==> config.mk <==
export PLATFORM = sky130hd
export DESIGN_NAME = ttl_ctrl_flat
export DESIGN_NICKNAME = d
export VERILOG_FILES = /design/src/hw/rtl/ttl_pkg.sv /design/src/hw/rtl/ttl_req_if.sv /design/src/hw/rtl/ttl_rsp_if.sv /design/src/hw/rtl/ttl_ctrl.sv /design/src/flat_wrapper.sv
export SDC_FILE = /design/constraint.sdc
export NUM_CORES = 1
export LEC_CHECK = 0
export BUFFER_PORTS_ARGS = -buffer_cell sky130_fd_sc_hd__buf_2
export CAP_MARGIN = 20
export CORE_MARGIN = 8
export CORE_UTILIZATION = 45
export CTS_CLUSTER_SIZE = 40
export DETAILED_ROUTE_END_ITERATION = 10
export PLACE_DENSITY = 0.77
export SLEW_MARGIN = 10
export SYNTH_ARGS = -nofsm -noshare
export SYNTH_HDL_FRONTEND = slang
export SYNTH_SLANG_ARGS = --single-unit
export TNS_END_PERCENT = 100
==> constraint.sdc <==
create_clock -name clock -period 5.27 [get_ports clock]
set_input_delay 0.527 -clock clock [delete_from_list [all_inputs] [get_ports clock]]
set_output_delay 0.527 -clock clock [all_outputs]
set_load 0.005 [all_outputs]
==> src/hw/rtl/ttl_pkg.sv <==
// Shared types and constants for the token expiry table.
// Used by the channel interfaces, the table cell, the controller and the top level.
package ttl_pkg;

   localparam int CMD_W    = 2;
   localparam int KEY_W    = 64;
   localparam int TIME_W   = 32;
   localparam int TTL_W    = 31;
   localparam int COUNT_W  = 7;
   localparam int STATUS_W = 2;

   localparam logic [CMD_W-1:0] CMD_GENERATE = 2'd0;
   localparam logic [CMD_W-1:0] CMD_RENEW    = 2'd1;
   localparam logic [CMD_W-1:0] CMD_COUNT    = 2'd2;

   localparam logic [STATUS_W-1:0] STATUS_DONE       = 2'd0;
   localparam logic [STATUS_W-1:0] STATUS_RENEW_MISS = 2'd1;
   localparam logic [STATUS_W-1:0] STATUS_FULL       = 2'd2;

   localparam logic [TIME_W-1:0]  TIME_MAX  = '1;
   localparam logic [COUNT_W-1:0] COUNT_MAX = '1;
   localparam logic [TTL_W-1:0]   TTL_RESET = 31'd5;

   // Item under work, broadcast to every cell.
   typedef struct packed {
      logic [CMD_W-1:0]  cmd;
      logic [KEY_W-1:0]  key;
      logic [TIME_W-1:0] now;
      logic [TIME_W-1:0] expiry;
   } op_type;

   // Token walking the cell chain. In the scan pass flag means a live match was
   // seen; in the commit pass it means an insert is still pending.
   typedef struct packed {
      logic               valid;
      logic               commit;
      logic               flag;
      logic [COUNT_W-1:0] count;
   } tok_type;

endpackage

==> src/hw/rtl/ttl_req_if.sv <==
// Request channel interface: valid/ready handshake with command, key and time.
// Depends on ttl_pkg.
interface ttl_req_if;
   logic                       valid;
   logic                       ready;
   logic [ttl_pkg::CMD_W-1:0]  cmd;
   logic [ttl_pkg::KEY_W-1:0]  token_key;
   logic [ttl_pkg::TIME_W-1:0] current_time;

   modport source (output valid, output cmd, output token_key, output current_time,
                   input ready);
   modport sink   (input valid, input cmd, input token_key, input current_time,
                   output ready);
endinterface

==> src/hw/rtl/ttl_rsp_if.sv <==
// Response channel interface: valid/ready handshake with live count and status.
// Depends on ttl_pkg.
interface ttl_rsp_if;
   logic                         valid;
   logic                         ready;
   logic [ttl_pkg::COUNT_W-1:0]  live_count;
   logic [ttl_pkg::STATUS_W-1:0] status;

   modport source (output valid, output live_count, output status, input ready);
   modport sink   (input valid, input live_count, input status, output ready);
endinterface

==> src/hw/rtl/ttl_ctrl.sv <==
// Sequencer for the token chain: takes request items, launches the scan and
// commit tokens, builds the result and holds it in the output register. Depends on ttl_pkg.
module ttl_ctrl (
   input  logic                        clock,
   input  logic                        reset,
   input  logic [ttl_pkg::TTL_W-1:0]   ttl,
   ttl_req_if.sink                     req_chan,
   ttl_rsp_if.source                   rsp_chan,
   output ttl_pkg::op_type             op,
   output ttl_pkg::tok_type            tok_src,
   input  ttl_pkg::tok_type            tok_tail
);

   typedef enum logic [3:0] {
      ST_IDLE   = 4'b0001,
      ST_SCAN   = 4'b0010,
      ST_COMMIT = 4'b0100,
      ST_FINISH = 4'b1000
   } state_type;

   state_type                    state_ff, state_in;
   ttl_pkg::op_type              op_ff, op_in;
   ttl_pkg::tok_type             src_ff, src_in;
   logic                         hit_ff, hit_in;
   logic [ttl_pkg::COUNT_W-1:0]  res_count_ff, res_count_in;
   logic [ttl_pkg::STATUS_W-1:0] res_status_ff, res_status_in;
   logic                         rsp_valid_ff, rsp_valid_in;
   logic [ttl_pkg::COUNT_W-1:0]  rsp_count_ff, rsp_count_in;
   logic [ttl_pkg::STATUS_W-1:0] rsp_status_ff, rsp_status_in;
   logic [ttl_pkg::TIME_W:0]     expiry_sum;

   assign expiry_sum = {1'b0, req_chan.current_time} + {2'b00, ttl};

   always_comb begin
      state_in      = state_ff;
      op_in         = op_ff;
      src_in        = '0;
      hit_in        = hit_ff;
      res_count_in  = res_count_ff;
      res_status_in = res_status_ff;
      rsp_valid_in  = rsp_valid_ff && !rsp_chan.ready;
      rsp_count_in  = rsp_count_ff;
      rsp_status_in = rsp_status_ff;
      unique case (state_ff)
         ST_IDLE: begin
            if (req_chan.valid) begin
               op_in.cmd    = req_chan.cmd;
               op_in.key    = req_chan.token_key;
               op_in.now    = req_chan.current_time;
               op_in.expiry = expiry_sum[ttl_pkg::TIME_W] ? ttl_pkg::TIME_MAX
                                                          : expiry_sum[ttl_pkg::TIME_W-1:0];
               src_in.valid = 1'b1;
               state_in     = ST_SCAN;
            end
         end
         ST_SCAN: begin
            if (tok_tail.valid) begin
               hit_in        = tok_tail.flag;
               src_in.valid  = 1'b1;
               src_in.commit = 1'b1;
               src_in.flag   = (op_ff.cmd == ttl_pkg::CMD_GENERATE) && !tok_tail.flag;
               state_in      = ST_COMMIT;
            end
         end
         ST_COMMIT: begin
            if (tok_tail.valid) begin
               res_count_in = tok_tail.count;
               if (op_ff.cmd == ttl_pkg::CMD_GENERATE && tok_tail.flag) begin
                  res_status_in = ttl_pkg::STATUS_FULL;
               end else if (op_ff.cmd == ttl_pkg::CMD_RENEW && !hit_ff) begin
                  res_status_in = ttl_pkg::STATUS_RENEW_MISS;
               end else begin
                  res_status_in = ttl_pkg::STATUS_DONE;
               end
               state_in = ST_FINISH;
            end
         end
         ST_FINISH: begin
            if (!rsp_valid_ff || rsp_chan.ready) begin
               rsp_valid_in  = 1'b1;
               rsp_count_in  = res_count_ff;
               rsp_status_in = res_status_ff;
               state_in      = ST_IDLE;
            end
         end
         default: begin
            state_in = ST_IDLE;
         end
      endcase
   end

   always_ff @(posedge clock) begin
      if (reset) begin
         state_ff     <= ST_IDLE;
         src_ff.valid <= 1'b0;
         rsp_valid_ff <= 1'b0;
      end else begin
         state_ff     <= state_in;
         src_ff.valid <= src_in.valid;
         rsp_valid_ff <= rsp_valid_in;
      end
      op_ff         <= op_in;
      src_ff.commit <= src_in.commit;
      src_ff.flag   <= src_in.flag;
      src_ff.count  <= src_in.count;
      hit_ff        <= hit_in;
      res_count_ff  <= res_count_in;
      res_status_ff <= res_status_in;
      rsp_count_ff  <= rsp_count_in;
      rsp_status_ff <= rsp_status_in;
   end

   assign req_chan.ready      = (state_ff == ST_IDLE);
   assign rsp_chan.valid      = rsp_valid_ff;
   assign rsp_chan.live_count = rsp_count_ff;
   assign rsp_chan.status     = rsp_status_ff;
   assign op                  = op_ff;
   assign tok_src             = src_ff;

   a_tail_in_pass: assert property (@(posedge clock) disable iff (reset)
      tok_tail.valid |-> (state_ff == ST_SCAN || state_ff == ST_COMMIT))
      else $error("token left the chain outside a pass");

   a_scan_tail_kind: assert property (@(posedge clock) disable iff (reset)
      (state_ff == ST_SCAN && tok_tail.valid) |-> !tok_tail.commit)
      else $error("commit token seen during scan pass");

   a_accept_starts_scan: assert property (@(posedge clock) disable iff (reset)
      (req_chan.valid && req_chan.ready) |=> (state_ff == ST_SCAN && src_ff.valid))
      else $error("accepted item did not launch a scan token");

   a_launch_single: assert property (@(posedge clock) disable iff (reset)
      src_ff.valid |=> !src_ff.valid)
      else $error("token launched on two cycles in a row");

endmodule

==> src/flat_wrapper.sv <==
// flat-port wrapper written by rule: the top's interface ports become plain ports
module ttl_ctrl_flat 
  (clock, reset, ttl, op, tok_src, tok_tail, req_chan_valid, req_chan_cmd, req_chan_token_key, req_chan_current_time, req_chan_ready, rsp_chan_valid, rsp_chan_live_count, rsp_chan_status, rsp_chan_ready);
  ttl_req_if req_chan_i ();
  ttl_rsp_if rsp_chan_i ();
  input  logic clock;
  input  logic reset;
  input  logic [ttl_pkg::TTL_W-1:0] ttl;
  output ttl_pkg::op_type op;
  output ttl_pkg::tok_type tok_src;
  input  ttl_pkg::tok_type tok_tail;
  input wire logic [$bits(req_chan_i.valid)-1:0] req_chan_valid;
  input wire logic [$bits(req_chan_i.cmd)-1:0] req_chan_cmd;
  input wire logic [$bits(req_chan_i.token_key)-1:0] req_chan_token_key;
  input wire logic [$bits(req_chan_i.current_time)-1:0] req_chan_current_time;
  output wire logic [$bits(req_chan_i.ready)-1:0] req_chan_ready;
  output wire logic [$bits(rsp_chan_i.valid)-1:0] rsp_chan_valid;
  output wire logic [$bits(rsp_chan_i.live_count)-1:0] rsp_chan_live_count;
  output wire logic [$bits(rsp_chan_i.status)-1:0] rsp_chan_status;
  input wire logic [$bits(rsp_chan_i.ready)-1:0] rsp_chan_ready;
  assign req_chan_i.valid = req_chan_valid;
  assign req_chan_i.cmd = req_chan_cmd;
  assign req_chan_i.token_key = req_chan_token_key;
  assign req_chan_i.current_time = req_chan_current_time;
  assign req_chan_ready = req_chan_i.ready;
  assign rsp_chan_valid = rsp_chan_i.valid;
  assign rsp_chan_live_count = rsp_chan_i.live_count;
  assign rsp_chan_status = rsp_chan_i.status;
  assign rsp_chan_i.ready = rsp_chan_ready;
  ttl_ctrl u_core (.clock(clock), .reset(reset), .ttl(ttl), .req_chan(req_chan_i), .rsp_chan(rsp_chan_i), .op(op), .tok_src(tok_src), .tok_tail(tok_tail));
endmodule
# --- After elaboration in Yosys (flattened, before gate mapping) ---
# Index checks and enable logic that the tools add are counted.
totals:
  regBits: 157
  output_inout_bits: 151
  word_cells: 50
classes:
  addsub: 1
  eq_ne: 9
  muxes: 11
  n_reduce_logical: 15
op_table:
  columns: ["operator", "n"]
  rows:
  - ["adder 32 x 31 -> 33 bit", 1]
  - ["two-way mux 4 bit", 4]
  - ["one-hot mux 4 bit (4 select lines)", 1]
  - ["AND reduction 2 bit", 4]
  - ["!= test 2 bit, second input constant", 3]
  - ["equality test 4 x 1 -> 1 bit, second input constant", 1]
  - ["equality test 4 x 2 -> 1 bit, second input constant", 1]
  - ["equality test 4 x 3 -> 1 bit, second input constant", 1]
  - ["equality test 4 bit, second input constant", 1]
  - ["logical AND 1 bit", 4]
  - ["logical NOT 1 bit", 4]
  - ["two-way mux 1 bit", 4]
  - ["AND reduction 4 bit", 1]
  - ["two-way mux 3 bit", 1]
  - ["equality test 2 x 1 -> 1 bit, second input constant", 1]
  - ["logical NOT 2 bit", 1]
  - ["!= test 2 x 1 -> 1 bit, second input constant", 1]
  - ["one-hot mux 1 bit (2 select lines)", 1]
  - ["logical OR 1 bit", 1]

# --- Logic depth before layout (Yosys ltp) ---
# Gate-level depths: netlist of the first run.
logic_depth:
  ltp_word: 4
  mapped_depth: 10
  depth_no_buf: 9

# --- Worst setup path before layout of the first run ---
# No wires, ideal clock.
synth_timing:
  path_kind: "reg-to-reg"
  start: "reg u_core.state_ff[2]"
  end: "reg u_core.op_ff (netlist bit u_core.op[0]) (enable)"
  setup_ns: 0.505
  arrival_time_ns: 3.963
  setup_slack_ns: 0.803
  path_stages_with_launch: 4
  path_buffers: 1
  period_less_slack_ns: 4.467
  cell_sequence: "dfxtp_1 -> clkbuf_1 -> nor4b_1 -> and2_1"
synth_via:
  elab_chain_cells: 2
synth_lines:
  columns: ["item", "line", "source"]
  rows:
  - ["from (decl)", "ttl_ctrl.sv:21", "state_type state_ff, state_in;"]
  - ["from (signal assigned)", "ttl_ctrl.sv:98", "state_ff <= state_in;"]
  - ["equality test 4 x 1 -> 1 bit", null, null]
  - ["via req_chan_ready", "flat_wrapper.sv:16", "output wire logic [$bits(req_chan_i.ready)-1:0] req_chan_ready;"]
  - ["AND reduction 2 bit (no source line)", null, null]
  - ["to (signal assigned)", "ttl_ctrl.sv:102", "op_ff <= op_in;"]
  - ["to (decl)", "ttl_ctrl.sv:22", "ttl_pkg::op_type op_ff, op_in;"]
# The timed path passes the listed nets, and every way through them passes these cells.
# A chain may end at the register's enable or synchronous reset.

# --- Final worst setup path of the first run ---
layout_timing:
  start: "in req_chan_current_time[0]"
  end: "reg u_core.op_ff (netlist bit u_core.op[8]) (data pin)"
layout_via:
  elab_chain_cells: 1
layout_lines:
  columns: ["item", "line", "source"]
  rows:
  - ["from (decl)", "flat_wrapper.sv:15", "input wire logic [$bits(req_chan_i.current_time)-1:0] req_chan_current_time;"]
  - ["adder 32 x 31 -> 33 bit", "ttl_ctrl.sv:32", "assign expiry_sum = {1'b0, req_chan.current_time} + {2'b00, ttl};"]
# Every way passes these cells.

==> impl_metrics.toml, run 1 <==
[sta]
fmax_mhz = 319.2
rsz0062_at_grt = "false"
fin_crit_sh_pct = 59.45
finalSetupViolCount = 0
relSlewSlack_pct = 45.36
finalSetupTns_ns = 0
fin_crit_ns = 3.133
finClkSkew_ns = 0.009691
hold_ws_ns = 0.2772
maxSlewViolCount = 0
setup_slack_ns = 2.137
tightest_slew_ns = 0.8195
hold_viol_final = 0

[yosys]
synth_cells = 516
ys_types = 53
yosys_warnings = 0
synthFlopType = "edfxtp_1"
ys_seq_elements = 157
synth_area_per_cell_sq_um = 13.38
synth_edf_count = 149
synthArstFlopShare_pct = 0
yosysSeqAreaShare_pct = 67.15
synth_area_sq_um = 6902

[clock_tree]
cts-resized-gates = 0
clock-sinks = 157
cts_tree = "built"
htreeDepth = 4
clkTransAtPathRegs_ns = 0.06
worstSkewPairLatency_ns = 0.42
cts_hold_buf = 0
clock_path_buffers = 2
clockRootBuffer = "clkbuf_16"
cts_buffers = 17
post_cts_buffers = 0

[floorplanning]
fp-row-count = 45
ios = 294
die_w_um = 139.8
start_util_pct = 45.74
coreArea_sq_um = 15090
fp.dieH_um = 139.8
die-area_sq_um = 19560

[status]
status = "completed"

[finish]
layout.cells.non_filler = 1014
fin_nets = 986
drive_gt1_share_pct = 39.68
n_fill_cell = 1234
synthToLayoutAreaGrowth_pct = 32.38

[routing]
detail-route-antenna-nets = 0
wl_mm = 19.82
via_per_inst = 5.156
dr_total_vias = 5228
drtIter0Drc = 322
firstDrtPassIters = 4
drc = 0
wire_per_inst_um = 19.55

[placement]
post-place-cells = 980
gp_congestion = 0.8821
place_worst_setup_slack_ns = 1.676
dp_hpwl_mm = 15.77
place.port_buffers = 285

[grt]
antenna_found_initial = 2
grt_pass1_wl_mm = 29.68
grtUsageTotal_pct = 19.97
grt_max_degree = 76
grt_overflow = 0
grt_pass1_vias = 5225

[pwr]
peakVddDrop_uv = 196.5
p_leak_nw = 3.941
pwr_density_cell_nw_per_um2 = 364.9

[job]
cap_viol_max_count = 0

[hold_path]
hp-class = "input pin to flop"

[critical_path]
crit_fanout = 18
critPathKind = "input pin to flop"
cp.required_ns = 5.43
arrival_ns = 3.29
end_kind = "flop"
cp-start-kind = "input pin"
## critical path, cell delays in order
cell	delay (ns)
buf_2	0.10
ha_1	0.23
fa_1	0.45
a211oi_1	0.38
o211ai_2	0.18
a21oi_1	0.16
a21o_1	0.28
o21a_1	0.49
buf_4	0.35
o21ai_0	0.13
## where the power goes
part | internal (mW) | switching [mW]
Combinational | 0.210 | 0.302
Sequential | 1.50 | 0.0265
Clock | 0.766 | 0.527
Total | 2.48 | 0.855
## metrics by stage
step / utilization [%] / total power [mW] / area (sq um)
2_1_floorplan: - / 1.843 / 6924
3_3_place_gp: 56.32 / 2.054 / 8498
3_5_place_dp: 56.32 / 2.069 / 8498
4_1_cts: 60.51 / 3.361 / 9131
5_1_grt: 60.55 / 3.468 / 9136
6_report: 60.55 / 3.334 / 9136
## cells in the final DEF, fill, tap and decap left out, drive strengths merged, types with 3 or more instances in the layout
cell	Yosys	routed
a211oi	3	3
a21boi	3	3
a21o	9	9
a21oi	43	43
a31oi	6	6
and2	6	6
and3	5	5
buf	14	287
bufinv	0	3
clkbuf	3	18
clkinv	0	5
conb	1	7
dfxtp	8	8
edfxtp	149	149
ha	31	31
inv	17	23
nand2	62	62
nand2b	5	5
nand3	6	6
nand4	6	6
nor2	26	26
nor3	12	12
nor3b	3	3
nor4	3	3
o211ai	3	3
o21a	5	5
o21ai	31	31
o21bai	6	6
or2	3	3
xnor2	10	10
xor2	12	12
## path summary, 6_finish.rpt
path	from	slack, ns	endpoint	cells after the start
max reg2reg	u_core.state_ff[0]$_SDFFE_PP1P_	2.77	u_core.op[1]$_SDFFCE_PP1P_	3
min reg2reg	u_core.res_count_ff[3]$_DFFE_PP_	0.41	u_core.rsp_chan.live_count[3]$_DFFE_PP_	0
max	req_chan_current_time[0]	2.14	u_core.op[8]$_SDFFCE_PP1P_	10
min	req_chan_token_key[7]	0.28	u_core.op[71]$_DFFE_PP_	1
## final cells by class
cell class,count,area [sq um],area share [%]
inverters,17,63.81,0.6984
clock buffers,18,429.2,4.697
repair buffers,287,1454,15.91
diodes,2,5.005,0.05478
multi-input cells,331,2111,23.10
well taps,188,235.2,2.575
flip-flops and latches,157,4634,50.73
clock inverters,14,203.9,2.232
## metal layers
layer,up-vias,track usage [%],routed length [um]
met3,24,7.695,1653
met4,0,6.971,372
met5,-,0,0
met2,210,36.46,10460
li1,2528,-,-
met1,2466,20.39,7337
## state kept, by name, summed over array words and instances (netlist names), 2 cells and up
register / flops
u_core.op: 130
u_core.res_count_ff: 7
u_core.res_status_ff: 2
u_core.rsp_chan.live_count: 7
u_core.rsp_chan.status: 2
u_core.state_ff: 4
u_core.tok_src: 3
## logic make-up after synthesis
group	synth area share [%]
AO/OA/AOI/OAI	11.04
adder cells (fa/ha/maj)	5.910
XOR/XNOR	2.792
AND/OR/NAND/NOR	10.13
other	0.05434
flip-flops	67.15
multiplexers	0.2901
buffers and inverters	2.629
## cell usage after synthesis (2+ instances only)
library cell  number  share of area [%]
edfxtp_1         149                 65
nand2_1           62                3.4
a21oi_1           43                3.1
ha_1              31                5.6
o21ai_0           30                2.2
nor2_1            26                1.4
inv_1             17               0.92
nor3_1            12               0.87
xor2_1            12                1.5
xnor2_1           10                1.3
a21o_1             9               0.98
dfxtp_1            8                2.3
buf_4              7               0.76
a31oi_1            6               0.54
and2_1             6               0.54
nand3_1            6               0.44
nand4_1            6               0.54
o21bai_1           6               0.65
and3_1             5               0.45
nand2b_1           5               0.45
o21a_1             5               0.54
buf_2              4               0.29
a211oi_1           3               0.33
a21boi_0           3               0.33
buf_6              3               0.49
clkbuf_1           3               0.16
nor3b_1            3               0.33
nor4_1             3               0.27
or2_2              3               0.27
mux2i_1            2               0.29
nand4b_1           2               0.25
nor2b_1            2               0.18
o211a_1            2               0.29
o211ai_1           2               0.22
o22ai_1            2               0.18
Power figures use the tool's default switching activity.
==> run 2: changes to the inputs <==
CORE_UTILIZATION = 43   (was 45)
clock period = 2.54 ns   (was 5.27 ns; I/O delays follow)
==> impl_metrics.toml, run 2 (synthesis gave the netlist of run 1 again) <==
[sta]
hold_viol_final = 0
maxSlewViolCount = 0
setup_slack_ns = 0.2559
finClkSkew_ns = 0.01476
rsz0062_at_grt = "false"
fin_crit_sh_pct = 89.92
finalSetupViolCount = 0
fmax_mhz = 437.8
fin_crit_ns = 2.284

[grt]
grt_overflow = 0
grtUsageTotal_pct = 20.90
grt_pass1_vias = 5757
grt_max_degree = 73
antenna_found_initial = 4
grt_pass1_wl_mm = 31.97

[floorplanning]
start_util_pct = 43.76
fp-row-count = 46
ios = 294
die_w_um = 142.7
fp.dieH_um = 142.7
coreArea_sq_um = 15770
die-area_sq_um = 20360

[critical_path]
crit_chain = "buf_2 > ha_1 > fa_1 > a211oi_1 > o211ai_2 > a31oi_1 > o31ai_2 > a21oi_1 > xor2_1 > nand2_1"
cp.required_ns = 2.70
cp-start-kind = "input pin"
critPathKind = "input pin to flop"
arrival_ns = 2.45
cpMaxStageDelayCell = "fa_1"
end_kind = "flop"
crit_fanout = 4
cp_slowest_stage_delay_ns = 0.42

[job]
cap_viol_max_count = 0

[pwr]
peakVddDrop_uv = 428.1
pwr_density_cell_nw_per_um2 = 683.9
p_leak_nw = 4.311
power_mw = 6.828

[finish]
synthToLayoutAreaGrowth_pct = 44.65
fin_nets = 1078
final_util_pct = 63.31
drive_gt1_share_pct = 38.76
layout_commonest_cell = "buf_2"
largest_reg_flops = 130
n_fill_cell = 1222
layout_common_cells = "285 x buf_2, 149 x edfxtp_1, 65 x dlygate4sd3_1"

[clock_tree]
post_cts_buffers = 0
htreeDepth = 4
clkTransAtPathRegs_ns = 0.07
cts_tree = "built"
clockRootBuffer = "clkbuf_16"
clock_path_buffers = 2
cts_buffers = 17
clock-sinks = 157
worstSkewPairLatency_ns = 0.43

[routing]
wl_mm = 22.15
dr_total_vias = 5706
detail-route-antenna-nets = 0
via_per_inst = 5.023
wire_per_inst_um = 19.50
drc = 0
drtIter0Drc = 406
firstDrtPassIters = 5

[placement]
gp_congestion = 0.9295
place.port_buffers = 285
dp_hpwl_mm = 16.12
place_worst_setup_slack_ns = -0.1612

[hold_path]
hp-class = "input pin to flop"

[status]
status = "completed"
==> run 2: timing repair <==
item                      in CTS  in global routing
hold endpoints to repair      62                  3
resized for setup              0                  0
hold buffers                  62                  3
==> run 2: path summary, 6_finish.rpt <==
kind,depth (start not counted),to,startpoint,slack (ns)
worst max-delay path,10,u_core.op[26]$_SDFFCE_PP1P_,req_chan_current_time[0],0.26
worst min-delay path,2,u_core.tok_src[7]$_SDFF_PN0_,tok_tail[7],0.01
worst max register to register,3,u_core.op[109]$_DFFE_PP_,u_core.state_ff[0]$_SDFFE_PP1P_,0.68
worst min register to register,0,u_core.rsp_chan.live_count[4]$_DFFE_PP_,u_core.res_count_ff[4]$_DFFE_PP_,0.42
==> run 2: cell type report <==
class	instances	area [sq um]	area share, %
sequential	157	4634	46.42
timing repair buffer	379	2332	23.36
multi-input combinational	331	2111	21.14
clock buffer	18	439.2	4.399
tap	216	270.3	2.707
clock inverter	14	122.6	1.228
inverter	17	63.81	0.6392
antenna	4	10.01	0.1003
==> run 2: metal layers <==
| metal | global-route usage [%] | routed length (um) |
|---|---|---|
| met5 | 0 | 0 |
| met4 | 8.725 | 557 |
| met3 | 6.144 | 1939 |
| met2 | 37.78 | 11570 |
| met1 | 22.30 | 8080 |
==> run 2: per-stage QoR <==
step	cells	setup TNS (ns)	instance area, sq um	hold slack, ns
6_report	1136	0	9983	0.01318
3_5_place_dp	1035	-3.366	8761	0.4054
5_1_grt	1136	0	9983	0.0004974
2_1_floorplan	522	0	6927	0.3231
4_1_cts	1129	0	9943	0.00003450
3_3_place_gp	1035	-3.292	8761	0.4002
==> run 2: worst max-delay path: cells and delay by family <==
family | cells | cell delay (ns)
AO/OA/AOI/OAI | 5 | 1.19
XOR/XNOR | 1 | 0.18
adder cells (fa/ha/maj) | 2 | 0.65
buffers and inverters | 1 | 0.11
AND/OR/NAND/NOR | 1 | 0.07
==> run 2: report_power, final <==
group	internal, mW	leakage (nW)	switching [mW]	total [mW]
Clock	1.31	0.270	1.12	2.43
Sequential	3.12	1.46	0.0651	3.18
Combinational	0.555	2.58	0.665	1.22
