[src/hw/rtl/ttl_pkg.sv]
// Shared types and constants for the token expiry table.
// Used by the channel interfaces, the table cell, the controller and the top level.
package ttl_pkg;

   localparam int CMD_W    = 2;
   localparam int KEY_W    = 64;
   localparam int TIME_W   = 32;
   localparam int TTL_W    = 31;
   localparam int COUNT_W  = 7;
   localparam int STATUS_W = 2;

   localparam logic [CMD_W-1:0] CMD_GENERATE = 2'd0;
   localparam logic [CMD_W-1:0] CMD_RENEW    = 2'd1;
   localparam logic [CMD_W-1:0] CMD_COUNT    = 2'd2;

   localparam logic [STATUS_W-1:0] STATUS_DONE       = 2'd0;
   localparam logic [STATUS_W-1:0] STATUS_RENEW_MISS = 2'd1;
   localparam logic [STATUS_W-1:0] STATUS_FULL       = 2'd2;

   localparam logic [TIME_W-1:0]  TIME_MAX  = '1;
   localparam logic [COUNT_W-1:0] COUNT_MAX = '1;
   localparam logic [TTL_W-1:0]   TTL_RESET = 31'd5;

   // Item under work, broadcast to every cell.
   typedef struct packed {
      logic [CMD_W-1:0]  cmd;
      logic [KEY_W-1:0]  key;
      logic [TIME_W-1:0] now;
      logic [TIME_W-1:0] expiry;
   } op_type;

   // Token walking the cell chain. In the scan pass flag means a live match was
   // seen; in the commit pass it means an insert is still pending.
   typedef struct packed {
      logic               valid;
      logic               commit;
      logic               flag;
      logic [COUNT_W-1:0] count;
   } tok_type;

endpackage

[src/hw/rtl/ttl_cell.sv]
// One table entry of the token chain: holds valid, key and expiry, sweeps,
// matches, inserts and counts as the token passes. Depends on ttl_pkg.
module ttl_cell (
   input  logic             clock,
   input  logic             reset,
   input  ttl_pkg::op_type  op,
   input  ttl_pkg::tok_type tok_in,
   output ttl_pkg::tok_type tok_out
);

   logic                       valid_ff, valid_in;
   logic [ttl_pkg::KEY_W-1:0]  key_ff, key_in;
   logic [ttl_pkg::TIME_W-1:0] expiry_ff, expiry_in;
   ttl_pkg::tok_type           tok_ff, tok_in_next;

   logic live_now;
   logic key_hit;
   logic counted;

   assign live_now = valid_ff && (expiry_ff > op.now);
   assign key_hit  = live_now && (key_ff == op.key);

   always_comb begin
      valid_in    = valid_ff;
      key_in      = key_ff;
      expiry_in   = expiry_ff;
      tok_in_next = tok_in;
      counted     = 1'b0;
      if (tok_in.valid && !tok_in.commit) begin
         valid_in = live_now;
         if (key_hit && !tok_in.flag &&
             (op.cmd == ttl_pkg::CMD_GENERATE || op.cmd == ttl_pkg::CMD_RENEW)) begin
            expiry_in = op.expiry;
         end
         tok_in_next.flag = tok_in.flag | key_hit;
      end else if (tok_in.valid && tok_in.commit) begin
         if (tok_in.flag && !valid_ff) begin
            valid_in         = 1'b1;
            key_in           = op.key;
            expiry_in        = op.expiry;
            tok_in_next.flag = 1'b0;
            counted          = op.expiry > op.now;
         end else begin
            counted = live_now;
         end
         if (counted && tok_in.count != ttl_pkg::COUNT_MAX) begin
            tok_in_next.count = tok_in.count + ttl_pkg::COUNT_W'(1);
         end
      end
   end

   always_ff @(posedge clock) begin
      if (reset) begin
         valid_ff     <= 1'b0;
         tok_ff.valid <= 1'b0;
      end else begin
         valid_ff     <= valid_in;
         tok_ff.valid <= tok_in_next.valid;
      end
      key_ff        <= key_in;
      expiry_ff     <= expiry_in;
      tok_ff.commit <= tok_in_next.commit;
      tok_ff.flag   <= tok_in_next.flag;
      tok_ff.count  <= tok_in_next.count;
   end

   assign tok_out = tok_ff;

endmodule

[config.mk]
export PLATFORM = sky130hd
export DESIGN_NAME = ttl_cell
export DESIGN_NICKNAME = d
export VERILOG_FILES = /design/src/hw/rtl/ttl_pkg.sv /design/src/hw/rtl/ttl_cell.sv
export SDC_FILE = /design/constraint.sdc
export NUM_CORES = 1
export LEC_CHECK = 0
export BUFFER_PORTS_ARGS = -buffer_cell sky130_fd_sc_hd__clkbuf_2
export CORE_ASPECT_RATIO = 0.6
export CORE_MARGIN = 2
export CORE_UTILIZATION = 57
export DETAILED_ROUTE_END_ITERATION = 8
export PLACE_DENSITY = 0.86
export SYNTH_ARGS = -nofsm -noshare
export SYNTH_HDL_FRONTEND = slang
export SYNTH_SLANG_ARGS = --single-unit
[constraint.sdc]
create_clock -name clock -period 6.71 [get_ports clock]
set_clock_uncertainty 0.05 [all_clocks]
set_input_delay 1.0065 -clock clock [delete_from_list [all_inputs] [get_ports clock]]
set_output_delay 1.0065 -clock clock [all_outputs]
set_load 0.1 [all_outputs]
* Yosys cells after proc, flatten, opt, wreduce, memory -nomap -nowiden
Index checks and enable logic that the tools add are counted.
** Storage, ports and cells
- Bits in latches :: 0
- Memories kept :: 0
- Input bits :: 142
- Logic and storage cells :: 49
- Flip-flop bits (word level) :: 107
- Bits in read-only memories :: 0
- Bits in writable memories :: 0
- Output and inout bits :: 10
** Operators by class
- $add $sub $neg :: 1
- Shift-type cells :: 0
- Magnitude comparators :: 2
- Muxes and demuxes :: 15
- Bitwise operators :: 2
- Reduce and logical (&&, ||, !) cells :: 18
- Multipliers :: 0
- Div/mod/pow operators :: 0
- Equality and inequality tests :: 4
** Operators by type and width (count)
- $mux 32 :: 4
- $eq 64x64->1 :: 1
- $gt 32x32->1 :: 2
- $mux 7 :: 2
- $logic_and 1x1->1 :: 8
- $mux 1 :: 8
- $mux 8 :: 1
- $add 7x1->7 const B :: 1
- $ne 7x7->1 const B :: 1
- $reduce_and 3->1 :: 2
- $reduce_bool 2->1 :: 2
- $logic_not 1->1 :: 3
- $eq 2x1->1 const B :: 1
- $logic_not 2->1 :: 1
- $ne 2x1->1 const B :: 1
- $reduce_and 2->1 :: 1
- $logic_or 1x1->1 :: 1
- $not 1->1 :: 1
- $or 1x1->1 :: 1

* Longest topological paths before layout
Gate-level depths: netlist (run 1).
- Depth in word-level cells :: 9
- Depth in mapped cells :: 10

* Worst setup path after synthesis (run 1)
No wires, ideal clock.
- Path type :: input to register
- Start point :: input port op[63] (netlist name)
- End point :: register expiry_ff[0] (netlist name), enable pin
- Setup time :: 390 ps
- Required time :: 6270 ps
- Arrival :: 3824 ps
- Slack :: 2445 ps
- Stages on the path :: 8
- Path buffers :: 0
- Cell sequence :: inv_1 > ha_1 > nand4_1 > or4_1 > o32a_1 > or4_4 > nor3_2 > or2_1
** On the way
- Word-level cells in the longest chain between the ends :: 7
** RTL lines
- from (decl) :: RTL line ttl_cell.sv:6 : input ttl_pkg::op_type op,
- $gt 32x32->1 :: RTL line ttl_cell.sv:20 : assign live_now = valid_ff && (expiry_ff > op.now);
- $logic_and 1x1->1 :: RTL line ttl_cell.sv:20
- $logic_and 1x1->1 :: RTL line ttl_cell.sv:21 : assign key_hit = live_now && (key_ff == op.key);
- $logic_and 1x1->1 (2 in series) :: RTL line ttl_cell.sv:31 : if (key_hit && !tok_in.flag &&
- $ne 2x1->1 (no source line)
- $reduce_and 3->1 (no source line)
- to (signal assigned) :: RTL line ttl_cell.sv:61 : expiry_ff <= expiry_in;
- to (decl) :: RTL line ttl_cell.sv:13 : logic [ttl_pkg::TIME_W-1:0] expiry_ff, expiry_in;
Every way passes these cells.
A chain may end at the register's enable or synchronous reset.

* Final worst setup path (run 1)
- Start point :: input port op[63] (netlist name)
- End point :: register expiry_ff[1] (netlist name), enable pin
Same word-level chain as after synthesis.

==> report_table.html, run 1 <==
<table>
<tr><th>Metric</th><th>Value</th></tr>
<tr><th colspan="2">Outcome</th></tr>
<tr><td>Outcome</td><td>complete, no violations</td></tr>
<tr><th colspan="2">Global route</th></tr>
<tr><td>Maximum number of pins on one net before global-route repair</td><td>66</td></tr>
<tr><td>Number of antenna violations at the first check in global routing</td><td>0</td></tr>
<tr><td>First-pass GRT wire length</td><td>18.5 mm</td></tr>
<tr><td>GR Overflow Total</td><td>0</td></tr>
<tr><td>Via count of the first global-routing pass</td><td>between 3000 and 4000</td></tr>
<tr><td>Global-route usage over all layers</td><td>0.233</td></tr>
<tr><th colspan="2">Yosys</th></tr>
<tr><td>Sequential share of the synthesized area</td><td>0.562</td></tr>
<tr><td>Average cell area after synthesis</td><td>about 13 µm²</td></tr>
<tr><td>Fraction of synthesized cell area taken by the top area cell type</td><td>0.523</td></tr>
<tr><td>Yosys synthesis warning count</td><td>0</td></tr>
<tr><td>Dominant register cell in the synthesized netlist</td><td>sky130_fd_sc_hd__edfxtp_1</td></tr>
<tr><td>Number of storage elements in the synthesis netlist</td><td>between 100 and 150</td></tr>
<tr><td>Synth area leaders</td><td>sky130_fd_sc_hd__edfxtp_1 (52%), sky130_fd_sc_hd__ha_1 (15%), sky130_fd_sc_hd__xnor2_1 (7.1%)</td></tr>
<tr><td>Count of distinct cell types in the synthesized netlist</td><td>32</td></tr>
<tr><td>Total standard cell area after synthesis</td><td>roughly 5500 µm²</td></tr>
<tr><td>Syn_nets</td><td>between 600 and 700</td></tr>
<tr><td>Most area-hungry cell type in the Yosys netlist</td><td>sky130_fd_sc_hd__edfxtp_1</td></tr>
<tr><td>EDFF count, synth</td><td>96</td></tr>
<tr><td>Post-synthesis instance total</td><td>roughly 420</td></tr>
<tr><td>Share of synthesized flip-flops with an asynchronous set or reset</td><td>0</td></tr>
<tr><th colspan="2">Pwr</th></tr>
<tr><td>Overall power of the completed layout</td><td>~1500 µW</td></tr>
<tr><td>Leakage power total</td><td>between 0.002 and 0.003 µW</td></tr>
<tr><td>Power density over the cells</td><td>roughly 220 nW/µm²</td></tr>
<tr><td>Largest vdd supply drop</td><td>around 0.17 mV</td></tr>
<tr><th colspan="2">Placement</th></tr>
<tr><td>Weighted congestion reported at the end of routability-driven placement</td><td>around 0.9</td></tr>
<tr><td>Final HPWL DP</td><td>~10 mm</td></tr>
<tr><td>Instance area at placement</td><td>approximately 6400 µm²</td></tr>
<tr><td>Pre-CTS setup slack</td><td>~1.9 ns</td></tr>
<tr><td>Count of input and output buffers</td><td>150</td></tr>
<tr><th colspan="2">Clock tree</th></tr>
<tr><td>Master cell of the clock root buffer</td><td>sky130_fd_sc_hd__clkbuf_16</td></tr>
<tr><td>Clock input transition at the sequential cells of the worst setup and hold paths</td><td>approximately 0.07 ns</td></tr>
<tr><td>Cts bufs inserted</td><td>9</td></tr>
<tr><td>Setup repair bufs after CTS</td><td>0</td></tr>
<tr><td>Clock tree from TritonCTS</td><td>built</td></tr>
<tr><td>Maximum level of the CTS H-tree</td><td>3</td></tr>
<tr><td>Number of cells upsized or downsized after cts</td><td>0</td></tr>
<tr><td>Clock Latency Late Sink</td><td>between 0.3 and 0.4 ns</td></tr>
<tr><td>Total of hold buffers inserted after clock tree synthesis</td><td>0</td></tr>
<tr><td>Maximum buffer depth of the clock tree</td><td>2</td></tr>
<tr><td>Number of sinks on the clock net</td><td>approximately 110</td></tr>
<tr><th colspan="2">Routing</th></tr>
<tr><td>Post-route ant nets</td><td>0</td></tr>
<tr><td>Starting DRT DRC Count</td><td>195</td></tr>
<tr><td>Drt first pass iters</td><td>4</td></tr>
<tr><td>Wire length per cell after detailed routing</td><td>between 15 and 20 µm</td></tr>
<tr><td>Number of remaining DRC errors</td><td>0</td></tr>
<tr><td>Wire length reported by the detailed router</td><td>11.8 mm</td></tr>
<tr><td>Met3 WL post-DR</td><td>908 µm</td></tr>
<tr><td>Routed length on met1</td><td>5.39 mm</td></tr>
<tr><td>Met2 wire length</td><td>5.35 mm</td></tr>
<tr><td>DR vias/cell</td><td>around 5.5</td></tr>
<tr><td>Vias post-DR</td><td>3932</td></tr>
<tr><td>Highest routed layer</td><td>met4</td></tr>
<tr><th colspan="2">Setup path</th></tr>
<tr><td>Reg-to-reg startpoint</td><td>expiry_ff[31]</td></tr>
<tr><td>Data arrival time of the worst path</td><td>roughly 4.4 ns</td></tr>
<tr><td>Delay contributed by the slowest stage of the critical path</td><td>0.64 ns</td></tr>
<tr><td>Family of cells with the greatest summed delay on the critical path</td><td>simple AND/OR/NAND/NOR gates</td></tr>
<tr><td>Register-to-Register Setup Slack</td><td>between 2 and 3 ns</td></tr>
<tr><td>Reg2reg path depth</td><td>8</td></tr>
<tr><td>Worst r2r dst</td><td>expiry_ff[1]</td></tr>
<tr><td>Cell type of the slowest stage on the worst timing path</td><td>sky130_fd_sc_hd__or4_1</td></tr>
<tr><td>Type of element launching the critical path</td><td>input pin</td></tr>
<tr><td>Setup crit end kind</td><td>flip-flop</td></tr>
<tr><td>Cells traversed along the worst timing path</td><td>clkbuf_2 &gt; inv_1 &gt; ha_1 &gt; nand4_1 &gt; or4_1 &gt; o32a_1 &gt; or4_4 &gt; nor3_2 &gt; or2_1 &gt; buf_4</td></tr>
<tr><td>Combined buffer and inverter count along the critical path</td><td>3</td></tr>
<tr><td>Worst Path Class, Setup</td><td>in -&gt; reg</td></tr>
<tr><td>Max Fanout on Critical Path</td><td>20</td></tr>
<tr><td>Worst Path Required</td><td>6.68 ns</td></tr>
<tr><th colspan="2">Min path</th></tr>
<tr><td>Hold Crit Endpoint</td><td>valid_ff</td></tr>
<tr><td>Beginning of the worst hold path</td><td>valid_ff</td></tr>
<tr><td>Hold-critical path depth</td><td>2</td></tr>
<tr><td>Path type of the worst min-delay path</td><td>reg -&gt; reg</td></tr>
<tr><th colspan="2">Finish</th></tr>
<tr><td>Fraction of the core area covered by cells at the end of the flow</td><td>0.725</td></tr>
<tr><td>Area overhead of the layout relative to synthesis</td><td>22.0%</td></tr>
<tr><td>Number of antenna repair diodes</td><td>0</td></tr>
<tr><td>Fraction of layout instances using a drive strength above 1</td><td>0.290</td></tr>
<tr><td>Final Cell Area</td><td>~6700 µm²</td></tr>
<tr><td>Final Net Count</td><td>slightly below 800</td></tr>
<tr><th colspan="2">Timing</th></tr>
<tr><td>Slew HR</td><td>0.453</td></tr>
<tr><td>Final hold violations</td><td>0</td></tr>
<tr><td>Max frequency</td><td>~230 MHz</td></tr>
<tr><td>Slew of the pin with the lowest slew margin</td><td>0.820 ns</td></tr>
<tr><td>Post-layout minimum cycle time</td><td>approximately 4.4 ns</td></tr>
<tr><td>Post-route worst setup slack</td><td>between 2 and 2.5 ns</td></tr>
<tr><td>Unrepaired setup endpoints after global routing</td><td>false</td></tr>
<tr><td>Number of max-slew violations in the final report</td><td>0</td></tr>
<tr><td>Sum of negative setup slack</td><td>0 ns</td></tr>
<tr><td>Final setup violating endpoints</td><td>0</td></tr>
<tr><td>Final period utilization</td><td>0.659</td></tr>
<tr><th colspan="2">Job</th></tr>
<tr><td>Maxcap violations</td><td>0</td></tr>
<tr><th colspan="2">Die</th></tr>
<tr><td>Number of placement rows</td><td>27</td></tr>
<tr><td>Initial core utilization</td><td>0.594</td></tr>
<tr><td>Io pins</td><td>152</td></tr>
<tr><td>Core area</td><td>roughly 9300 µm²</td></tr>
<tr><td>Height of the chip</td><td>roughly 80 µm</td></tr>
<tr><td>Total Die Area</td><td>about 11000 µm²</td></tr>
<tr><td>Horizontal die dimension</td><td>approximately 130 µm</td></tr>
</table>
metal layers:
metal,GRT usage,vias up
met5,0,-
met4,0.0660,0
met3,0.0606,17
met2,0.364,134
met1,0.324,1848
li1,-,1933
worst min-delay path, stage by stage, from the launching register on:
cell and delay, ns:
sky130_fd_sc_hd__dfxtp_1 0.34, sky130_fd_sc_hd__a21oi_1 0.14, sky130_fd_sc_hd__a211oi_1 0.07
cell usage after synthesis, types with 3 or more instances:
library cell,instances
sky130_fd_sc_hd__a21o_1,10
sky130_fd_sc_hd__nor2_1,3
sky130_fd_sc_hd__a211oi_1,4
sky130_fd_sc_hd__a21oi_1,28
sky130_fd_sc_hd__nor4_1,9
sky130_fd_sc_hd__nand3_1,14
sky130_fd_sc_hd__o21ai_0,8
sky130_fd_sc_hd__inv_1,36
sky130_fd_sc_hd__ha_1,65
sky130_fd_sc_hd__a2111oi_0,3
sky130_fd_sc_hd__xnor2_1,45
sky130_fd_sc_hd__xor2_1,22
sky130_fd_sc_hd__nand4_1,28
sky130_fd_sc_hd__edfxtp_1,96
sky130_fd_sc_hd__nor2b_1,5
sky130_fd_sc_hd__nand2_1,13
sky130_fd_sc_hd__or4_1,4
sky130_fd_sc_hd__dfxtp_1,11
area by class of cell:
cell class | count | area [µm²]
Clock buffer | 9 | 225
Clock inverter | 7 | 61.3
Fill cell | 674 | 2560
Inverter | 36 | 135
Multi-Input combinational cell | 279 | 2280
Sequential cell | 107 | 3100
Tap cell | 130 | 163
Timing Repair Buffer | 152 | 766
cell families (layout without fill, tap and decap cells):
logic type / Yosys count / after routing / share of synthesized area
DFF: 107 / 107 / 0.562
AOI/OAI and AO/OA: 61 / 61 / 0.0687
and+or+nand+nor: 85 / 85 / 0.0885
xor gates and xnor gates: 67 / 67 / 0.106
muxes: 1 / 1 / 0.00204
buffers and inverters: 36 / 204 / 0.0245
adders and majority gates: 65 / 65 / 0.147
report_power, final:
group	internal, µW	switching (µW)	total [µW]
Sequential	749	7.81	757
Combinational	86.4	124	210
Clock	259	248	507
Total	1090	380	1470
metrics by stage:
| step | hold slack [ns] | std cells |
|---|---|---|
| 5_1_grt | 0.573 | 720 |
| 2_1_floorplan | 0.467 | 422 |
| 3_5_place_dp | 0.535 | 704 |
| 4_1_cts | 0.544 | 720 |
| 3_3_place_gp | 0.488 | 704 |
| 6_report | 0.546 | 720 |
sequential cells by signal, summed over array words and instances, names as in the netlist:
signal,count
expiry_ff,32
key_ff,64
tok_out,10
valid_ff,1
placed cells by master (no fill, tap or decap), drive strengths merged, types with 3 or more instances in the layout:
master,n
a211oi,4
nor3,3
a2111oi,3
nand4,28
a21o,10
dfxtp,11
clkbuf,159
a21oi,28
nand2,13
or4,5
ha,65
nor2,3
xor2,22
xnor2,45
nor4,9
edfxtp,96
inv,38
o21ai,8
nand3,14
clkinv,5
nor2b,5
worst max path at each step:
stage	cells past startpoint	slack [ns]	startpoint	end
floorplan	8	2.45	op[63]	expiry_ff[0]
finish	10	2.29	op[63]	expiry_ff[1]
global route	11	2.09	op[47]	expiry_ff[1]
CTS	10	2.29	op[63]	expiry_ff[22]
detailed placement	10	1.93	op[63]	expiry_ff[22]
global placement	10	2.04	op[63]	expiry_ff[23]
(Power assumes the default switching activity.)
==> run 2: changes to the inputs <==
--- a/config.mk
+++ b/config.mk
@@ -8,9 +8,9 @@
 export BUFFER_PORTS_ARGS = -buffer_cell sky130_fd_sc_hd__clkbuf_2
 export CORE_ASPECT_RATIO = 0.6
 export CORE_MARGIN = 2
-export CORE_UTILIZATION = 57
+export CORE_UTILIZATION = 53
 export DETAILED_ROUTE_END_ITERATION = 8
-export PLACE_DENSITY = 0.86
+export PLACE_DENSITY = 0.81
 export SYNTH_ARGS = -nofsm -noshare
 export SYNTH_HDL_FRONTEND = slang
 export SYNTH_SLANG_ARGS = --single-unit
==> constraint.sdc (replaced) <==
create_clock -name clock -period 4.35 [get_ports clock]
set_clock_uncertainty 0.05 [all_clocks]
set_input_delay 0.6525 -clock clock [delete_from_list [all_inputs] [get_ports clock]]
set_output_delay 0.6525 -clock clock [all_outputs]
set_load 0.1 [all_outputs]
==> run 2 against run 1 <==
Global-route usage decreased by 1.0 points. Cell count increased by 0.69%. Wire length increased by 1.2%. Sequential cell count unchanged. First-iteration DRC count unchanged. Sequential share of layout area decreased by 0.21 points. Count of clock-buffer cells in the layout increased by 1.
==> report_table.html, run 2 (synthesis results as in run 1) <==
<table>
<tr><th>Metric</th><th>Value</th></tr>
<tr><th colspan="2">Outcome</th></tr>
<tr><td>Outcome</td><td>complete, no violations (unchanged)</td></tr>
<tr><th colspan="2">Timing</th></tr>
<tr><td>Final hold violations</td><td>0 (unchanged)</td></tr>
<tr><td>Final hold slack</td><td>0.442 ns (was 0.546 ns)</td></tr>
<tr><td>Final period utilization</td><td>0.797</td></tr>
<tr><td>Post-route worst setup slack</td><td>0.885 ns (was 2.29 ns)</td></tr>
<tr><td>Final setup violating endpoints</td><td>0 (unchanged)</td></tr>
<tr><td>Unrepaired setup endpoints after global routing</td><td>false (unchanged)</td></tr>
<tr><td>Slew of the pin with the lowest slew margin</td><td>0.811 ns (was 0.820 ns)</td></tr>
<tr><td>Number of max-slew violations in the final report</td><td>0 (unchanged)</td></tr>
<tr><td>Sum of negative setup slack</td><td>0 ns (unchanged)</td></tr>
<tr><td>Slew HR</td><td>0.459 (was 0.453)</td></tr>
<tr><td>Post-layout minimum cycle time</td><td>3.47 ns</td></tr>
<tr><td>Max frequency</td><td>between 200 and 300 MHz</td></tr>
<tr><th colspan="2">Die</th></tr>
<tr><td>Horizontal die dimension</td><td>136 µm (was 131 µm)</td></tr>
<tr><td>Height of the chip</td><td>83.0 µm (was 80.2 µm)</td></tr>
<tr><td>Core area</td><td>9980 µm² (was 9290 µm²)</td></tr>
<tr><td>Initial core utilization</td><td>0.553 (was 0.594)</td></tr>
<tr><td>Number of placement rows</td><td>28 (was 27)</td></tr>
<tr><td>Io pins</td><td>152 (unchanged)</td></tr>
<tr><td>Total Die Area</td><td>11300 µm² (was 10500 µm²)</td></tr>
<tr><th colspan="2">Routing</th></tr>
<tr><td>Vias post-DR</td><td>3873 (was 3932)</td></tr>
<tr><td>Wire length per cell after detailed routing</td><td>16.5 µm (was 16.4 µm)</td></tr>
<tr><td>Wire length reported by the detailed router</td><td>12.0 mm (was 11.8 mm)</td></tr>
<tr><td>Post-route ant nets</td><td>0 (unchanged)</td></tr>
<tr><td>Number of remaining DRC errors</td><td>0 (unchanged)</td></tr>
<tr><td>Starting DRT DRC Count</td><td>195 (unchanged)</td></tr>
<tr><td>DR vias/cell</td><td>5.34 (was 5.46)</td></tr>
<tr><td>Drt first pass iters</td><td>4 (unchanged)</td></tr>
<tr><th colspan="2">Min path</th></tr>
<tr><td>Beginning of the worst hold path</td><td>tok_in[8] (was valid_ff)</td></tr>
<tr><td>Hold Crit Endpoint</td><td>tok_out[8] (was valid_ff)</td></tr>
<tr><td>Path type of the worst min-delay path</td><td>in -&gt; reg (was reg -&gt; reg)</td></tr>
<tr><td>Hold-critical path depth</td><td>1 (was 2)</td></tr>
<tr><th colspan="2">Pwr</th></tr>
<tr><td>Switching power total</td><td>578 µW (was 380 µW)</td></tr>
<tr><td>Relative contribution of sequential cells to total power</td><td>0.503 (was 0.514)</td></tr>
<tr><td>Leakage power total</td><td>0.00289 µW (was 0.00288 µW)</td></tr>
<tr><td>Largest vdd supply drop</td><td>0.218 mV (was 0.170 mV)</td></tr>
<tr><td>Comb pwr share</td><td>0.141 (was 0.143)</td></tr>
<tr><td>Power density over the cells</td><td>343 nW/µm² (was 219 nW/µm²)</td></tr>
<tr><td>Clock power frac</td><td>0.356 (was 0.344)</td></tr>
<tr><td>Switching share of power</td><td>0.249 (was 0.258)</td></tr>
<tr><td>Cell-internal power</td><td>1740 µW (was 1090 µW)</td></tr>
<tr><th colspan="2">Setup path</th></tr>
<tr><td>Type of element launching the critical path</td><td>input pin (unchanged)</td></tr>
<tr><td>Worst Path Required</td><td>4.34 ns (was 6.68 ns)</td></tr>
<tr><td>Data arrival time of the worst path</td><td>3.45 ns (was 4.39 ns)</td></tr>
<tr><td>Cell type of the slowest stage on the worst timing path</td><td>sky130_fd_sc_hd__or4_1 (unchanged)</td></tr>
<tr><td>Combined buffer and inverter count along the critical path</td><td>3 (unchanged)</td></tr>
<tr><td>Register-to-Register Setup Slack</td><td>0.95 ns (was 2.70 ns)</td></tr>
<tr><td>Worst Path Class, Setup</td><td>in -&gt; reg (unchanged)</td></tr>
<tr><td>Reg-to-reg startpoint</td><td>expiry_ff[31] (unchanged)</td></tr>
<tr><td>Reg2reg path depth</td><td>8 (unchanged)</td></tr>
<tr><td>Cells traversed along the worst timing path</td><td>clkbuf_2 &gt; inv_1 &gt; ha_1 &gt; nand4_1 &gt; or4_1 &gt; o32a_1 &gt; or4_4 &gt; nor3_2 &gt; or2_1 &gt; buf_12 (was clkbuf_2 &gt; inv_1 &gt; ha_1 &gt; nand4_1 &gt; or4_1 &gt; o32a_1 &gt; or4_4 &gt; nor3_2 &gt; or2_1 &gt; buf_4)</td></tr>
<tr><td>Worst r2r dst</td><td>expiry_ff[8] (was expiry_ff[1])</td></tr>
<tr><td>Setup crit end kind</td><td>flip-flop (unchanged)</td></tr>
<tr><td>Delay contributed by the slowest stage of the critical path</td><td>0.60 ns (was 0.64 ns)</td></tr>
<tr><td>Max Fanout on Critical Path</td><td>32 (was 20)</td></tr>
<tr><td>Family of cells with the greatest summed delay on the critical path</td><td>simple AND/OR/NAND/NOR gates (unchanged)</td></tr>
<tr><th colspan="2">Finish</th></tr>
<tr><td>Final Net Count</td><td>792 (unchanged)</td></tr>
<tr><td>Area overhead of the layout relative to synthesis</td><td>22.6% (was 22.0%)</td></tr>
<tr><td>Top library cells by usage in the layout, fill and taps aside</td><td>sky130_fd_sc_hd__clkbuf_2 (150), sky130_fd_sc_hd__edfxtp_1 (96), sky130_fd_sc_hd__ha_1 (65) (unchanged)</td></tr>
<tr><td>Register with the most flip-flops</td><td>key_ff (unchanged)</td></tr>
<tr><td># fillers</td><td>737 (was 674)</td></tr>
<tr><td>Number of antenna repair diodes</td><td>0 (unchanged)</td></tr>
<tr><td>Fraction of layout instances using a drive strength above 1</td><td>0.290 (unchanged)</td></tr>
<tr><td>Final Cell Area</td><td>6760 µm² (was 6730 µm²)</td></tr>
<tr><td>Leading cell type in the layout, fill and taps excluded</td><td>sky130_fd_sc_hd__clkbuf_2 (unchanged)</td></tr>
<tr><td>Flip-flop count of the largest register, all copies and words added</td><td>64 (unchanged)</td></tr>
<tr><th colspan="2">Placement</th></tr>
<tr><td>Final HPWL DP</td><td>9.67 mm (was 9.75 mm)</td></tr>
<tr><td>Weighted congestion reported at the end of routability-driven placement</td><td>0.872 (was 0.879)</td></tr>
<tr><td>Pre-CTS setup slack</td><td>0.561 ns (was 1.93 ns)</td></tr>
<tr><td>Instance area at placement</td><td>6460 µm² (was 6450 µm²)</td></tr>
<tr><td>Count of input and output buffers</td><td>150 (unchanged)</td></tr>
<tr><th colspan="2">Job</th></tr>
<tr><td>Maxcap violations</td><td>0 (unchanged)</td></tr>
<tr><th colspan="2">Global route</th></tr>
<tr><td>First-pass GRT wire length</td><td>19.5 mm (was 18.5 mm)</td></tr>
<tr><td>GR Overflow Total</td><td>0 (unchanged)</td></tr>
<tr><td>Via count of the first global-routing pass</td><td>4032 (was 3921)</td></tr>
<tr><td>Maximum number of pins on one net before global-route repair</td><td>65 (was 66)</td></tr>
<tr><td>Number of antenna violations at the first check in global routing</td><td>0 (unchanged)</td></tr>
<tr><td>Global-route usage over all layers</td><td>0.223 (was 0.233)</td></tr>
<tr><th colspan="2">Clock tree</th></tr>
<tr><td>Maximum level of the CTS H-tree</td><td>3 (unchanged)</td></tr>
<tr><td>Number of cells upsized or downsized after cts</td><td>0 (unchanged)</td></tr>
<tr><td>Setup repair bufs after CTS</td><td>0 (unchanged)</td></tr>
<tr><td>Clock tree from TritonCTS</td><td>built (unchanged)</td></tr>
<tr><td>Total of hold buffers inserted after clock tree synthesis</td><td>0 (unchanged)</td></tr>
<tr><td>Master cell of the clock root buffer</td><td>sky130_fd_sc_hd__clkbuf_16 (unchanged)</td></tr>
<tr><td>Maximum buffer depth of the clock tree</td><td>2 (unchanged)</td></tr>
<tr><td>Clock input transition at the sequential cells of the worst setup and hold paths</td><td>0.07 ns (about the same)</td></tr>
<tr><td>Clock Latency Late Sink</td><td>0.34 ns (about the same)</td></tr>
<tr><td>Number of sinks on the clock net</td><td>107 (unchanged)</td></tr>
<tr><td>Cts bufs inserted</td><td>9 (unchanged)</td></tr>
</table>
==> run 2: cell types whose count changed in the layout (fill, tap and decap cells not counted) <==
cell	change
sky130_fd_sc_hd__buf_12	+1
sky130_fd_sc_hd__inv_8	-2
sky130_fd_sc_hd__inv_6	+3
sky130_fd_sc_hd__clkinv_1	-1
sky130_fd_sc_hd__buf_4	-1
sky130_fd_sc_hd__clkinv_2	+1
sky130_fd_sc_hd__clkinv_4	-3
sky130_fd_sc_hd__bufinv_16	+1
sky130_fd_sc_hd__clkbuf_1	+1
==> run 2: worst max path at each step <==
stage / cells past startpoint / to / slack (ns) / start
floorplan: 8 / expiry_ff[0] / 0.44 / op[63]
global placement: 10 / expiry_ff[0] / 0.61 / op[63]
detailed placement: 10 / expiry_ff[3] / 0.56 / op[63]
CTS: 10 / expiry_ff[6] / 0.92 / op[63]
global route: 11 / expiry_ff[6] / 0.81 / op[47]
finish: 10 / expiry_ff[8] / 0.88 / op[63]
==> run 2: cell type report <==
cell class                      instances  area (µm²)  share of cell area
Timing Repair Buffer                  152         778               0.115
Multi-Input combinational cell        279        2280               0.337
Tap cell                              135         169              0.0250
Clock buffer                           10         229              0.0339
Sequential cell                       107        3100               0.459
Inverter                               36         135              0.0200
Clock inverter                          6        70.1              0.0104
==> run 2: power groups by stage <==
stage,sequential (µW),combinational (µW),clock (µW)
3_5_place_dp,1190,325,0
6_report,1170,328,826
4_1_cts,1170,328,845
2_1_floorplan,1230,145,0
5_1_grt,1170,364,888
3_3_place_gp,1190,309,0
==> run 2: per-stage QoR <==
step                      instances  utilization  total power (µW)
final                           725        0.677              2320
after global routing            725        0.677              2420
after CTS                       725        0.677              2340
after detailed placement        709        0.647              1520
after global placement          709        0.647              1500
after floorplan                 422            -              1380
==> run 2: worst register-to-register path, delay by kind of cell (launching register included) <==
| family | cells | cell delay (ns) |
|---|---|---|
| buffers and inverters | 1 | 0.22 |
| AOI/OAI and AO/OA | 1 | 0.45 |
| adders and majority gates | 1 | 0.33 |
| and+or+nand+nor | 5 | 1.66 |
| DFF | 1 | 0.38 |
==> run 2: per-layer routing <==
metal  global-route usage  up-vias  part of all wire
li1                     -     1922                 -
met1                0.307     1805              0.47
met2                0.355      132              0.45
met3               0.0580       14             0.068
met4               0.0559        0             0.012
met5                    0        -                 0
